**src/design/dpc_pkg.sv**
```systemverilog
`timescale 1ns / 1ps
// ----------------------------------------------------------------------------
// dpc_pkg
// Types and constants shared by the differential pump controller modules.
// ----------------------------------------------------------------------------
package dpc_pkg;

    localparam int TEMP_W  = 12;
    localparam int DIFF_W  = 11;
    localparam int DELAY_W = 7;
    localparam int AVG_W   = 16;
    localparam int RISE_W  = 18;
    localparam int CFG_IDX_W = 3;

    typedef enum logic [CFG_IDX_W-1:0] {
        CFG_ON_TEMP       = 3'd0,
        CFG_OFF_TEMP      = 3'd1,
        CFG_OVERHEAT_TEMP = 3'd2,
        CFG_DIFF_ON       = 3'd3,
        CFG_DIFF_OFF      = 3'd4,
        CFG_START_DELAY   = 3'd5,
        CFG_STOP_DELAY    = 3'd6
    } cfg_index_t;

    localparam logic signed [TEMP_W-1:0] ON_TEMP_RST       = 12'sd640;
    localparam logic signed [TEMP_W-1:0] OFF_TEMP_RST      = 12'sd320;
    localparam logic signed [TEMP_W-1:0] OVERHEAT_TEMP_RST = 12'sd1600;
    localparam logic [DIFF_W-1:0]        DIFF_ON_RST       = 11'd240;
    localparam logic [DIFF_W-1:0]        DIFF_OFF_RST      = 11'd80;
    localparam logic [DELAY_W-1:0]       START_DELAY_RST   = 7'd5;
    localparam logic [DELAY_W-1:0]       STOP_DELAY_RST    = 7'd60;

    typedef struct packed {
        logic signed [TEMP_W-1:0] temp_a;
        logic signed [TEMP_W-1:0] temp_b;
        logic                     sensors_ok;
    } in_item_t;

    typedef struct packed {
        logic               pump_on;
        logic               overheat_flag;
        logic               no_sensor_flag;
        logic [DELAY_W-1:0] countdown;
    } out_item_t;

    typedef struct packed {
        logic signed [TEMP_W-1:0] on_temp;
        logic signed [TEMP_W-1:0] off_temp;
        logic signed [TEMP_W-1:0] overheat_temp;
        logic [DIFF_W-1:0]        diff_on;
        logic [DIFF_W-1:0]        diff_off;
        logic [DELAY_W-1:0]       start_delay;
        logic [DELAY_W-1:0]       stop_delay;
    } cfg_t;

endpackage

```
**src/design/dpc_cfg_regs.sv**
```systemverilog
`timescale 1ns / 1ps
// ----------------------------------------------------------------------------
// dpc_cfg_regs
// Configuration register bank, written through a valid/ready channel.
// ----------------------------------------------------------------------------
module dpc_cfg_regs
    import dpc_pkg::*;
(
    input  logic                 clk,
    input  logic                 rst_n,
    input  logic                 cfg_valid,
    output logic                 cfg_ready,
    input  logic [CFG_IDX_W-1:0] cfg_index,
    input  logic [TEMP_W-1:0]    cfg_data,
    output cfg_t                 cfg
);

    cfg_t cfg_reg;
    cfg_t cfg_next;
    logic wr_en;

    assign cfg_ready = 1'b1;
    assign wr_en     = cfg_valid && cfg_ready;
    assign cfg       = cfg_reg;

    always_comb
    begin
        cfg_next = cfg_reg;
        if (wr_en)
        begin
            unique case (cfg_index_t'(cfg_index))
                CFG_ON_TEMP:       cfg_next.on_temp       = $signed(cfg_data);
                CFG_OFF_TEMP:      cfg_next.off_temp      = $signed(cfg_data);
                CFG_OVERHEAT_TEMP: cfg_next.overheat_temp = $signed(cfg_data);
                CFG_DIFF_ON:       cfg_next.diff_on       = cfg_data[DIFF_W-1:0];
                CFG_DIFF_OFF:      cfg_next.diff_off      = cfg_data[DIFF_W-1:0];
                CFG_START_DELAY:   cfg_next.start_delay   = cfg_data[DELAY_W-1:0];
                CFG_STOP_DELAY:    cfg_next.stop_delay    = cfg_data[DELAY_W-1:0];
                default:           cfg_next = cfg_reg;
            endcase
        end
    end

    always_ff @(posedge clk or negedge rst_n)
    begin
        if (!rst_n)
        begin
            cfg_reg.on_temp       <= ON_TEMP_RST;
            cfg_reg.off_temp      <= OFF_TEMP_RST;
            cfg_reg.overheat_temp <= OVERHEAT_TEMP_RST;
            cfg_reg.diff_on       <= DIFF_ON_RST;
            cfg_reg.diff_off      <= DIFF_OFF_RST;
            cfg_reg.start_delay   <= START_DELAY_RST;
            cfg_reg.stop_delay    <= STOP_DELAY_RST;
        end
        else
        begin
            cfg_reg <= cfg_next;
        end
    end

endmodule

```
**src/design/dpc_datapath.sv**
```systemverilog
`timescale 1ns / 1ps
// ----------------------------------------------------------------------------
// dpc_datapath
// Averages, start/stop conditions and switch countdown for one tick.
// ----------------------------------------------------------------------------
module dpc_datapath
    import dpc_pkg::*;
(
    input  logic      clk,
    input  logic      rst_n,
    input  logic      step,
    input  in_item_t  item,
    input  cfg_t      cfg,
    output out_item_t result
);

    logic signed [AVG_W-1:0]  hottest_avg_reg;
    logic signed [AVG_W-1:0]  hottest_avg_next;
    logic signed [RISE_W-1:0] rise_avg_reg;
    logic signed [RISE_W-1:0] rise_avg_next;
    logic                     pump_running_reg;
    logic                     pump_running_next;
    logic [DELAY_W-1:0]       countdown_reg;
    logic [DELAY_W-1:0]       countdown_next;

    logic signed [TEMP_W-1:0] hot;
    logic signed [AVG_W-1:0]  hot_scaled;
    logic [AVG_W:0]           avg_sum;
    logic [AVG_W:0]           rise;
    logic [RISE_W:0]          rise_sum;
    logic [TEMP_W:0]          delta;
    logic [TEMP_W:0]          delta_neg;
    logic [TEMP_W-1:0]        diff;
    logic                     overheat;
    logic                     rise_pos;
    logic                     start;
    logic                     stop;
    logic [DELAY_W-1:0]       start_load;
    logic [DELAY_W-1:0]       stop_load;
    logic [DELAY_W-1:0]       countdown_dec;

    assign hot        = (item.temp_a > item.temp_b) ? item.temp_a : item.temp_b;
    assign hot_scaled = $signed({hot, 4'b0000});

    // halving by arithmetic shift: drop the lsb of the widened sum
    assign avg_sum  = {hot_scaled[AVG_W-1], hot_scaled}
                    + {hottest_avg_reg[AVG_W-1], hottest_avg_reg};
    assign rise     = {hot_scaled[AVG_W-1], hot_scaled}
                    - {hottest_avg_reg[AVG_W-1], hottest_avg_reg};
    assign rise_sum = {{(RISE_W-AVG_W){rise[AVG_W]}}, rise}
                    + {rise_avg_reg[RISE_W-1], rise_avg_reg};

    assign hottest_avg_next = $signed(avg_sum[AVG_W:1]);
    assign rise_avg_next    = $signed(rise_sum[RISE_W:1]);

    assign delta     = {item.temp_a[TEMP_W-1], item.temp_a}
                     - {item.temp_b[TEMP_W-1], item.temp_b};
    assign delta_neg = '0 - delta;
    assign diff      = !item.sensors_ok ? '0 :
                       delta[TEMP_W] ? delta_neg[TEMP_W-1:0] : delta[TEMP_W-1:0];

    assign overheat = hot >= cfg.overheat_temp;
    assign rise_pos = !rise_avg_next[RISE_W-1] && (|rise_avg_next);

    assign start = overheat
                || ((diff > {1'b0, cfg.diff_on}) && rise_pos && (hot > cfg.on_temp));
    assign stop  = !overheat && !rise_pos
                && ((diff < {1'b0, cfg.diff_off}) || (hot < cfg.off_temp));

    assign start_load    = (cfg.start_delay == '0) ? DELAY_W'(1) : cfg.start_delay;
    assign stop_load     = (cfg.stop_delay == '0) ? DELAY_W'(1) : cfg.stop_delay;
    assign countdown_dec = countdown_reg - DELAY_W'(1);

    always_comb
    begin
        countdown_next    = countdown_reg;
        pump_running_next = pump_running_reg;
        if (countdown_reg == '0)
        begin
            if (start && !pump_running_reg)
                countdown_next = start_load;
            else if (stop && pump_running_reg)
                countdown_next = stop_load;
        end
        else
        begin
            countdown_next = countdown_dec;
            if (countdown_dec == '0)
            begin
                if (!pump_running_reg && start)
                    pump_running_next = 1'b1;
                else if (pump_running_reg && stop)
                    pump_running_next = 1'b0;
            end
        end
    end

    assign result.pump_on        = pump_running_next;
    assign result.overheat_flag  = overheat;
    assign result.no_sensor_flag = !item.sensors_ok;
    assign result.countdown      = countdown_next;

    always_ff @(posedge clk or negedge rst_n)
    begin
        if (!rst_n)
        begin
            hottest_avg_reg  <= '0;
            rise_avg_reg     <= '0;
            pump_running_reg <= 1'b0;
            countdown_reg    <= '0;
        end
        else if (step)
        begin
            hottest_avg_reg  <= hottest_avg_next;
            rise_avg_reg     <= rise_avg_next;
            pump_running_reg <= pump_running_next;
            countdown_reg    <= countdown_next;
        end
    end

endmodule

```
**src/design/differential_pump_controller_core.sv**
```systemverilog
`timescale 1ns / 1ps
// ----------------------------------------------------------------------------
// differential_pump_controller_core
// Differential pump controller: one control tick in, one pump status out.
// ----------------------------------------------------------------------------
// Each request (two temperatures in 1/16 degree and a sensor flag) is held in
// an input register, evaluated combinationally against the running averages
// and the switch countdown, and the status lands in an output register. One
// request is taken per cycle when the output side does not stall; the
// result passes through the input and output registers and is held in the
// output register while the output side stalls. Configuration writes are
// always ready and should be made while no request is in flight.
module differential_pump_controller_core
    import dpc_pkg::*;
(
    input  logic                 clk,
    input  logic                 rst_n,
    input  logic                 in_valid,
    output logic                 in_stall,
    input  in_item_t             in_item,
    output logic                 out_valid,
    input  logic                 out_stall,
    output out_item_t            out_item,
    input  logic                 cfg_valid,
    output logic                 cfg_ready,
    input  logic [CFG_IDX_W-1:0] cfg_index,
    input  logic [TEMP_W-1:0]    cfg_data
);

    cfg_t      cfg;
    in_item_t  in_item_reg;
    logic      in_valid_reg;
    logic      in_valid_next;
    out_item_t out_item_reg;
    logic      out_valid_reg;
    logic      out_valid_next;
    out_item_t result;
    logic      step;
    logic      in_take;

    dpc_cfg_regs u_cfg_regs (
        .clk       (clk),
        .rst_n     (rst_n),
        .cfg_valid (cfg_valid),
        .cfg_ready (cfg_ready),
        .cfg_index (cfg_index),
        .cfg_data  (cfg_data),
        .cfg       (cfg)
    );

    dpc_datapath u_datapath (
        .clk    (clk),
        .rst_n  (rst_n),
        .step   (step),
        .item   (in_item_reg),
        .cfg    (cfg),
        .result (result)
    );

    assign step     = in_valid_reg && (!out_valid_reg || !out_stall);
    assign in_stall = in_valid_reg && !step;
    assign in_take  = in_valid && !in_stall;

    assign out_valid = out_valid_reg;
    assign out_item  = out_item_reg;

    always_comb
    begin
        priority if (in_take)
            in_valid_next = 1'b1;
        else if (step)
            in_valid_next = 1'b0;
        else
            in_valid_next = in_valid_reg;

        priority if (step)
            out_valid_next = 1'b1;
        else if (!out_stall)
            out_valid_next = 1'b0;
        else
            out_valid_next = out_valid_reg;
    end

    always_ff @(posedge clk or negedge rst_n)
    begin
        if (!rst_n)
        begin
            in_valid_reg  <= 1'b0;
            out_valid_reg <= 1'b0;
        end
        else
        begin
            in_valid_reg  <= in_valid_next;
            out_valid_reg <= out_valid_next;
        end
    end

    always_ff @(posedge clk)
    begin
        if (in_take)
        begin
            in_item_reg <= in_item;
        end
        if (step)
        begin
            out_item_reg <= result;
        end
    end

endmodule
```
**config.mk**
```make
export PLATFORM = sky130hd
export DESIGN_NAME = differential_pump_controller_core
export DESIGN_NICKNAME = d
export VERILOG_FILES = /design/src/design/dpc_pkg.sv /design/src/design/dpc_cfg_regs.sv /design/src/design/dpc_datapath.sv /design/src/design/differential_pump_controller_core.sv
export SDC_FILE = /design/constraint.sdc
export NUM_CORES = 1
export LEC_CHECK = 0
export BUFFER_PORTS_ARGS = -buffer_cell sky130_fd_sc_hd__buf_4
export CAP_MARGIN = 10
export CORE_MARGIN = 5
export CORE_UTILIZATION = 57
export DETAILED_ROUTE_END_ITERATION = 16
export PLACE_DENSITY_LB_ADDON = 0.3
export SETUP_SLACK_MARGIN = 0.3
export SYNTH_ARGS = -nofsm -noshare
export SYNTH_HDL_FRONTEND = slang
export SYNTH_HIERARCHICAL = 1
export SYNTH_SLANG_ARGS = --single-unit
```
**constraint.sdc**
```tcl
create_clock -name clk -period 6.5 [get_ports clk]
set_input_delay 0.65 -clock clk [delete_from_list [all_inputs] [get_ports clk]]
set_output_delay 0.65 -clock clk [all_outputs]
set_load 0.03 [all_outputs]
```
==> results.md, run 1 <==
- Outcome: finished clean
- Area of the multi-input gates: approximately 0.0062 sq mm
- Share of flip-flops with an asynchronous set or reset after synthesis: 0.7682
- Detailed Route Iter0 Violations: roughly 460
- Global-route wire length before repair: roughly 42000 um
- Clock latency of the later-clocked register in the worst-skew pair: about 0.43 ns
- Overall Power: 6.512 mW
- Avg Cell Area, Syn: ~10 sq um
- Reg-to-reg slack, setup: between 0.4 and 0.5 ns
- Layout overhead on the synthesized area: 15.55%
- Startpoint type of the worst setup path: register
- I/O pin total: 58
- Largest register FFs: about 70
- Reg-to-Reg Start: in_item_reg[14]
- Placeable Area: 0.01852 sq mm
- Peak fanout along the critical path: 7
- Detail Route Antenna Nets: 0
- Worst setup path end: out_item[2]
- Max_cap viols: 0
- Layout Cell Area excl Fill: approximately 0.012 sq mm
- Number of placement rows: 50
- Antenna diode instance count: 0
- Slew @ Worst Pin: ~1.2 ns
- Clock tree buffer depth: 2
- Number of buffers inserted during clock tree synthesis: 17
- IO buf count: 56
- Required time of the critical path: 6.66 ns
- Share of final-layout standard cells stronger than drive strength 1: 0.2511
- Finish-stage setup viols: 0
- Predominant post-synthesis flop cell: dfrtp_1
- Final routed wirelength across all metal layers: 26850 um
- Worst vdd ir: 0.0003922 V
- Net Count, Synth: 1204
- Die Wd: around 150 um
- Clock sink total: around 150
- FF+latch area: slightly below 0.004 sq mm
- Maximum number of pins on one net before global-route repair: 70
- Post-synthesis sequential area ratio: 0.3746
- Class of the worst hold path: input port to asynchronous set/reset pin
- Library cell used as clock root buffer: clkbuf_16
- Worst setup slack after placement: -0.1443 ns
- Worst Reg2Reg Path Length in Cells: 23
- Count of flip-flops with a built-in enable after synthesis: 35
- Number of different library cells in the post-synthesis netlist: a little under 80
- Post-synth top area cell: dfrtp_1
- Power density over cell area: between 500 and 600 mW/mm^2
- Post-DR wirelength/cell: around 20 um
- Routed via count divided by cell count: roughly 6
- Unrepaired setup endpoints after global routing: no
- Leading post-synthesis cells by cell area: dfrtp_1 23%, ha_1 12%, edfxtp_1 9.9%
- CTS tree: done
- Final Wtd Congestion: 0.9273
- Synth top area share: 0.2286
- Max_slew headroom: 0.2188
- Mapped Cells: between 1000 and 1500
- End of the worst register-to-register path: out_item[2]
- Overflow left after global routing: 0
- Area after detailed placement: between 0.01 and 0.015 sq mm
- Max-slew violation total from the final report: 0
- Classification of the worst setup path: register to register
- DR DRC count: 0
- Global routing usage summed across all routing layers: 0.2483
- HPWL after detailed placement: 19810 um
- Worst setup startpoint: in_item_reg[14]
- Critical path capture point type: register
- Portion of the clock cycle consumed by the worst path in the final layout: 0.9381
- Via count of the routed design: between 8000 and 9000
- Y dimension of the die: 146.5 um
- Clk_skew: roughly 0.0086 ns
- CTS Hold Bufs: 0
- Number of nets in the layout: between 1000 and 1500
- Setup ws final: ~0.40 ns
- Max Clk Rate: roughly 160 MHz
- Arrival time of data at the critical path endpoint: ~6.3 ns
- Cell area after synthesis: 0.01062 sq mm
- Synth Register Bits: around 150
- First-pass DRT Iterations: 5
- Most frequent cells in the layout: 141 x inv_1, 97 x dfrtp_1, 94 x ha_1
- Most frequent standard cell in the layout excluding fill and tap cells: inv_1
- Ys Warns: 6
- Number of H-tree branching levels: 4
- Initial core utilization: 0.5734
- Vias in the first global route: just under 8000
- Initial antenna violation count: 0
- Die area: around 0.021 sq mm
- Total of fill cells in the finished design: roughly 1400
- Clock-pin transition on the worst setup and hold timing paths: ~0.060 ns
- Final worst path period need: just over 6 ns
- Final hold violation count: 0
- Leakage power: around 5.7 nW
-- metrics by stage --
step | hold WS (ns) | instances | setup TNS, ns | utilization
after CTS | 0.3621 | 1350 | 0 | 0.6448
after detailed placement | 0.4833 | 1316 | -0.4518 | 0.6100
after floorplan | 0.3544 | 1040 | 0 | -
after global placement | 0.4670 | 1316 | -0.5503 | 0.6100
final | 0.3240 | 1365 | 0 | 0.6626
after global routing | 0.3793 | 1365 | 0 | 0.6626
-- worst max-delay path, cell delays in order (launching register included) --
cell,delay [ns]
edfxtp_1,0.43
ha_4,0.30
nor2b_4,0.14
o2111ai_2,0.13
a21oi_2,0.16
o211ai_1,0.13
a311o_2,0.52
buf_4,0.18
mux2i_2,0.16
fa_1,0.50
inv_1,0.08
ha_4,0.19
or2_2,0.31
or3_4,0.41
and3_1,0.20
or3_4,0.35
a21oi_2,0.14
and4_4,0.23
a21oi_4,0.08
nor4_4,0.39
buf_6,0.17
mux2_2,0.35
mux2i_1,0.15
a21oi_1,0.09
-- cells in the mapped netlist (all sizes together), types with 5 or more instances --
cell type	n
buf	14
o21ai	55
dfrtp	97
fa	16
mux2i	22
o211ai	6
o31ai	6
nand4b	5
edfxtp	35
or3	7
nor2b	9
xor2	11
o21a	12
dfstp	19
inv	142
nor2	56
clkbuf	12
or4	7
xnor2	28
nand3	11
nor3	23
a31oi	9
and3	8
nand2b	12
ha	103
nand4	10
nand2	47
a211oi	12
o21bai	9
a21oi	63
a21o	25
nor4	8
mux2	87
-- layout make-up --
class,count,area share
sequential,151,0.3242
multi-input combinational,721,0.5060
clock buffer,24,0.04109
tap,234,0.02386
inverter,142,0.04344
clock inverter,8,0.008871
timing repair buffer,85,0.05262
-- worst min path at each step --
stage / startpoint / to / slack, ns / cells past startpoint
3_3_place_gp: u_datapath/rise_avg_reg[11] / u_datapath/rise_avg_reg[11] / 0.47 / 2
6_report: rst_n / u_datapath/rise_avg_reg[0] / 0.32 / 1
2_1_floorplan: rst_n / in_valid_reg / 0.35 / 0
5_1_grt: rst_n / u_datapath/rise_avg_reg[0] / 0.38 / 1
3_5_place_dp: u_datapath/hottest_avg_reg[3] / u_datapath/hottest_avg_reg[2] / 0.48 / 2
4_1_cts: rst_n / u_datapath/rise_avg_reg[15] / 0.36 / 1
-- kinds of logic after synthesis --
logic type      count (synthesis)  synth area share
compound gates                229            0.1385
simple gates                  224            0.1158
buf+inv                       168           0.06316
flops                         151            0.3746
fa+ha+maj                     119            0.1515
mux                           109            0.1240
xor+xnor                       39           0.03217
other cells                     1         0.0003531
-- layer usage --
metal | global-route usage | wire (um) | up-vias
met5 | 0 | 0 | -
met4 | 0.08373 | 713 | 0
met3 | 0.04004 | 1457 | 46
met2 | 0.3992 | 12540 | 263
li1 | - | - | 3844
met1 | 0.3442 | 12150 | 3954
-- what timing repair did --
item | in CTS | in global routing
resized for setup | 5 | 47
setup endpoints to repair | 16 | 15
hold endpoints to repair | 0 | 0
buffers inserted | 2 | 15
pin swaps | 2 | 8
-- where the power goes --
group          leakage (nW)  switching, mW  internal, mW
combinational          3.68           2.21          1.77
sequential             1.69          0.222          1.28
clock                 0.296          0.409         0.626
total                  5.67           2.84          3.67
Note: power is estimated with default switching activity, not from simulation.
==> run 2, diff against run 1 <==
Settings changed: CORE_ASPECT_RATIO set to 1.2, REMOVE_ABC_BUFFERS set to 1.
==> results.md, run 2 (synthesized netlist as in run 1, its figures left out) <==
- Most frequent cells in the layout: 141 x inv_1, 97 x dfrtp_1, 92 x buf_4, 92 x ha_1, 56 x nor2_1
- Power density over cell area: approximately 520 mW/mm^2
- Reg-to-Reg Start: in_item_reg[1]
- Via count of the routed design: roughly 8000
- Most frequent standard cell in the layout excluding fill and tap cells: inv_1
- Class of the worst hold path: input port to asynchronous set/reset pin
- Max_cap viols: 0
- Layout overhead on the synthesized area: 17.06%
- Classification of the worst setup path: register to register
- Finish-stage setup viols: 0
- Overflow left after global routing: 0
- Number of placement rows: between 50 and 60
- Startpoint type of the worst setup path: register
- Number of H-tree branching levels: 4
- Reg-to-reg slack, setup: roughly 0.25 ns
- Peak per-stage delay on the critical path: 0.53 ns
- Global routing usage summed across all routing layers: 0.2309
- Antenna diode instance count: 0
- Initial core utilization: 0.5821
- Critical path capture point type: register
- Final worst path period need: 6.247 ns
- Clock latency of the later-clocked register in the worst-skew pair: around 0.43 ns
- Y dimension of the die: roughly 160 um
- Worst Reg2Reg Path Length in Cells: 23
- Portion of the clock cycle consumed by the worst path in the final layout: 0.9610
- Clk_skew: ~0.014 ns
- Clock-pin transition on the worst setup and hold timing paths: approximately 0.060 ns
- End of the worst register-to-register path: out_item[4]
- Worst setup startpoint: in_item_reg[1]
- Critical-path top delay cell: fa_1
- Max_slew headroom: 0.3399
- Detail Route Antenna Nets: 0
- I/O pin total: slightly below 60
- Setup ws final: roughly 0.25 ns
- HPWL after detailed placement: around 18000 um
- Clock sink total: 151
- Final hold violation count: 0
- Placeable Area: around 0.018 sq mm
- Die area: approximately 0.021 sq mm
- Required time of the critical path: ~6.7 ns
- Maximum number of pins on one net before global-route repair: 73
- Post-DR wirelength/cell: 18.40 um
- Detailed Route Iter0 Violations: about 510
- Die Wd: about 130 um
- Clock tree buffer depth: 2
- Final routed wirelength across all metal layers: between 20000 and 30000 um
- Outcome: finished clean
- Final Wtd Congestion: 0.9476
- Slew @ Worst Pin: slightly below 1 ns
- Worst setup path end: out_item[4]
- Largest register FFs: a little over 70
- Library cell used as clock root buffer: clkbuf_16
- Routed via count divided by cell count: around 5.9
- First-pass DRT Iterations: 5
- Initial antenna violation count: 0
- Max Clk Rate: around 160 MHz
- Worst hold margin: approximately 0.23 ns
- Crit path cell chain: ha_1 > nor2b_4 > o2111ai_2 > a21oi_2 > o211ai_1 > a311o_2 > mux2_4 > fa_1 > ha_4 > o21a_1 > o31a_1 > o21ai_1 > or4_4 > a31o_4 > nor4_4 > and4_4 > a21oi_4 > nor4_4 > buf_6 > buf_4 > mux2i_4 > a21oi_1 > a21o_1
- IO buf count: 56
- Vias in the first global route: 7858
- Global-route wire length before repair: 39660 um
- DR DRC count: 0
- Share of final-layout standard cells stronger than drive strength 1: 0.2609
- Number of nets in the layout: around 1300
- Max-slew violation total from the final report: 0
- Arrival time of data at the critical path endpoint: approximately 6.4 ns
- Leakage power: 5.745 nW
- Worst setup slack after placement: -0.1401 ns
- Most used cell, CP: nor4_4
- CTS tree: done
- Peak fanout along the critical path: 6
- Number of buffers inserted during clock tree synthesis: 17
- Worst vdd ir: 0.0005554 V
- Unrepaired setup endpoints after global routing: yes
run 2: worst max-delay path: cells and delay by family, from the launching register on:
kind,cells,cell delay [ns]
compound gates,11,1.92
simple gates,5,1.55
fa+ha+maj,3,1.14
mux,2,0.60
flops,1,0.45
buf+inv,2,0.32
run 2: cell type report:
cell class | count | area (sq um)
Multi-Input combinational cell | 722 | 6285
Fill cell | 1326 | 5812
Sequential cell | 151 | 3978
Timing Repair Buffer | 95 | 733.2
Inverter | 142 | 533.0
Clock buffer | 22 | 506.7
Tap cell | 224 | 280.3
Clock inverter | 10 | 115.1
run 2: per-layer routing:
metal | vias up | GRT usage | routed length, um
met3 | 45 | 0.03824 | 1209
met1 | 3902 | 0.3056 | 10930
met4 | 0 | 0.06759 | 588
li1 | 3873 | - | -
met5 | - | 0 | 0
met2 | 256 | 0.3904 | 12410
run 2: metrics by stage:
stage | setup TNS [ns] | instance area, sq um | utilization | total power [mW] | std cells
2_1_floorplan | -0.1496 | 10480 | - | 4.126 | 1014
3_3_place_gp | -0.09724 | 11280 | 0.6185 | 4.835 | 1306
3_5_place_dp | -0.6334 | 11280 | 0.6185 | 4.907 | 1306
4_1_cts | 0 | 11970 | 0.6561 | 6.002 | 1342
5_1_grt | 0 | 12430 | 0.6814 | 6.987 | 1366
6_report | 0 | 12430 | 0.6814 | 6.472 | 1366
run 2: timing repair:
action | 4_1_cts | 5_1_grt
buffers inserted | 3 | 24
pin swaps | 3 | 18
cloned | 1 | 0
resized for setup | 9 | 50
hold buffers | 0 | 0
endpoints found under the setup margin | 16 | 16
run 2: report_power, final:
| group | switching, mW | internal (mW) | total, mW |
|---|---|---|---|
| Combinational | 2.16 | 1.80 | 3.96 |
| Sequential | 0.209 | 1.28 | 1.48 |
| Clock | 0.398 | 0.632 | 1.03 |
run 2: worst min path at each step:
stage / end / slack (ns) / depth (start not counted)
after CTS: in_valid_reg / 0.24 / 1
after floorplan: in_valid_reg / 0.35 / 0
final: u_datapath/countdown_reg[1] / 0.23 / 1
after global placement: u_datapath/rise_avg_reg[11] / 0.47 / 2
after global routing: u_datapath/pump_running_reg / 0.26 / 1
after detailed placement: u_datapath/rise_avg_reg[11] / 0.48 / 2
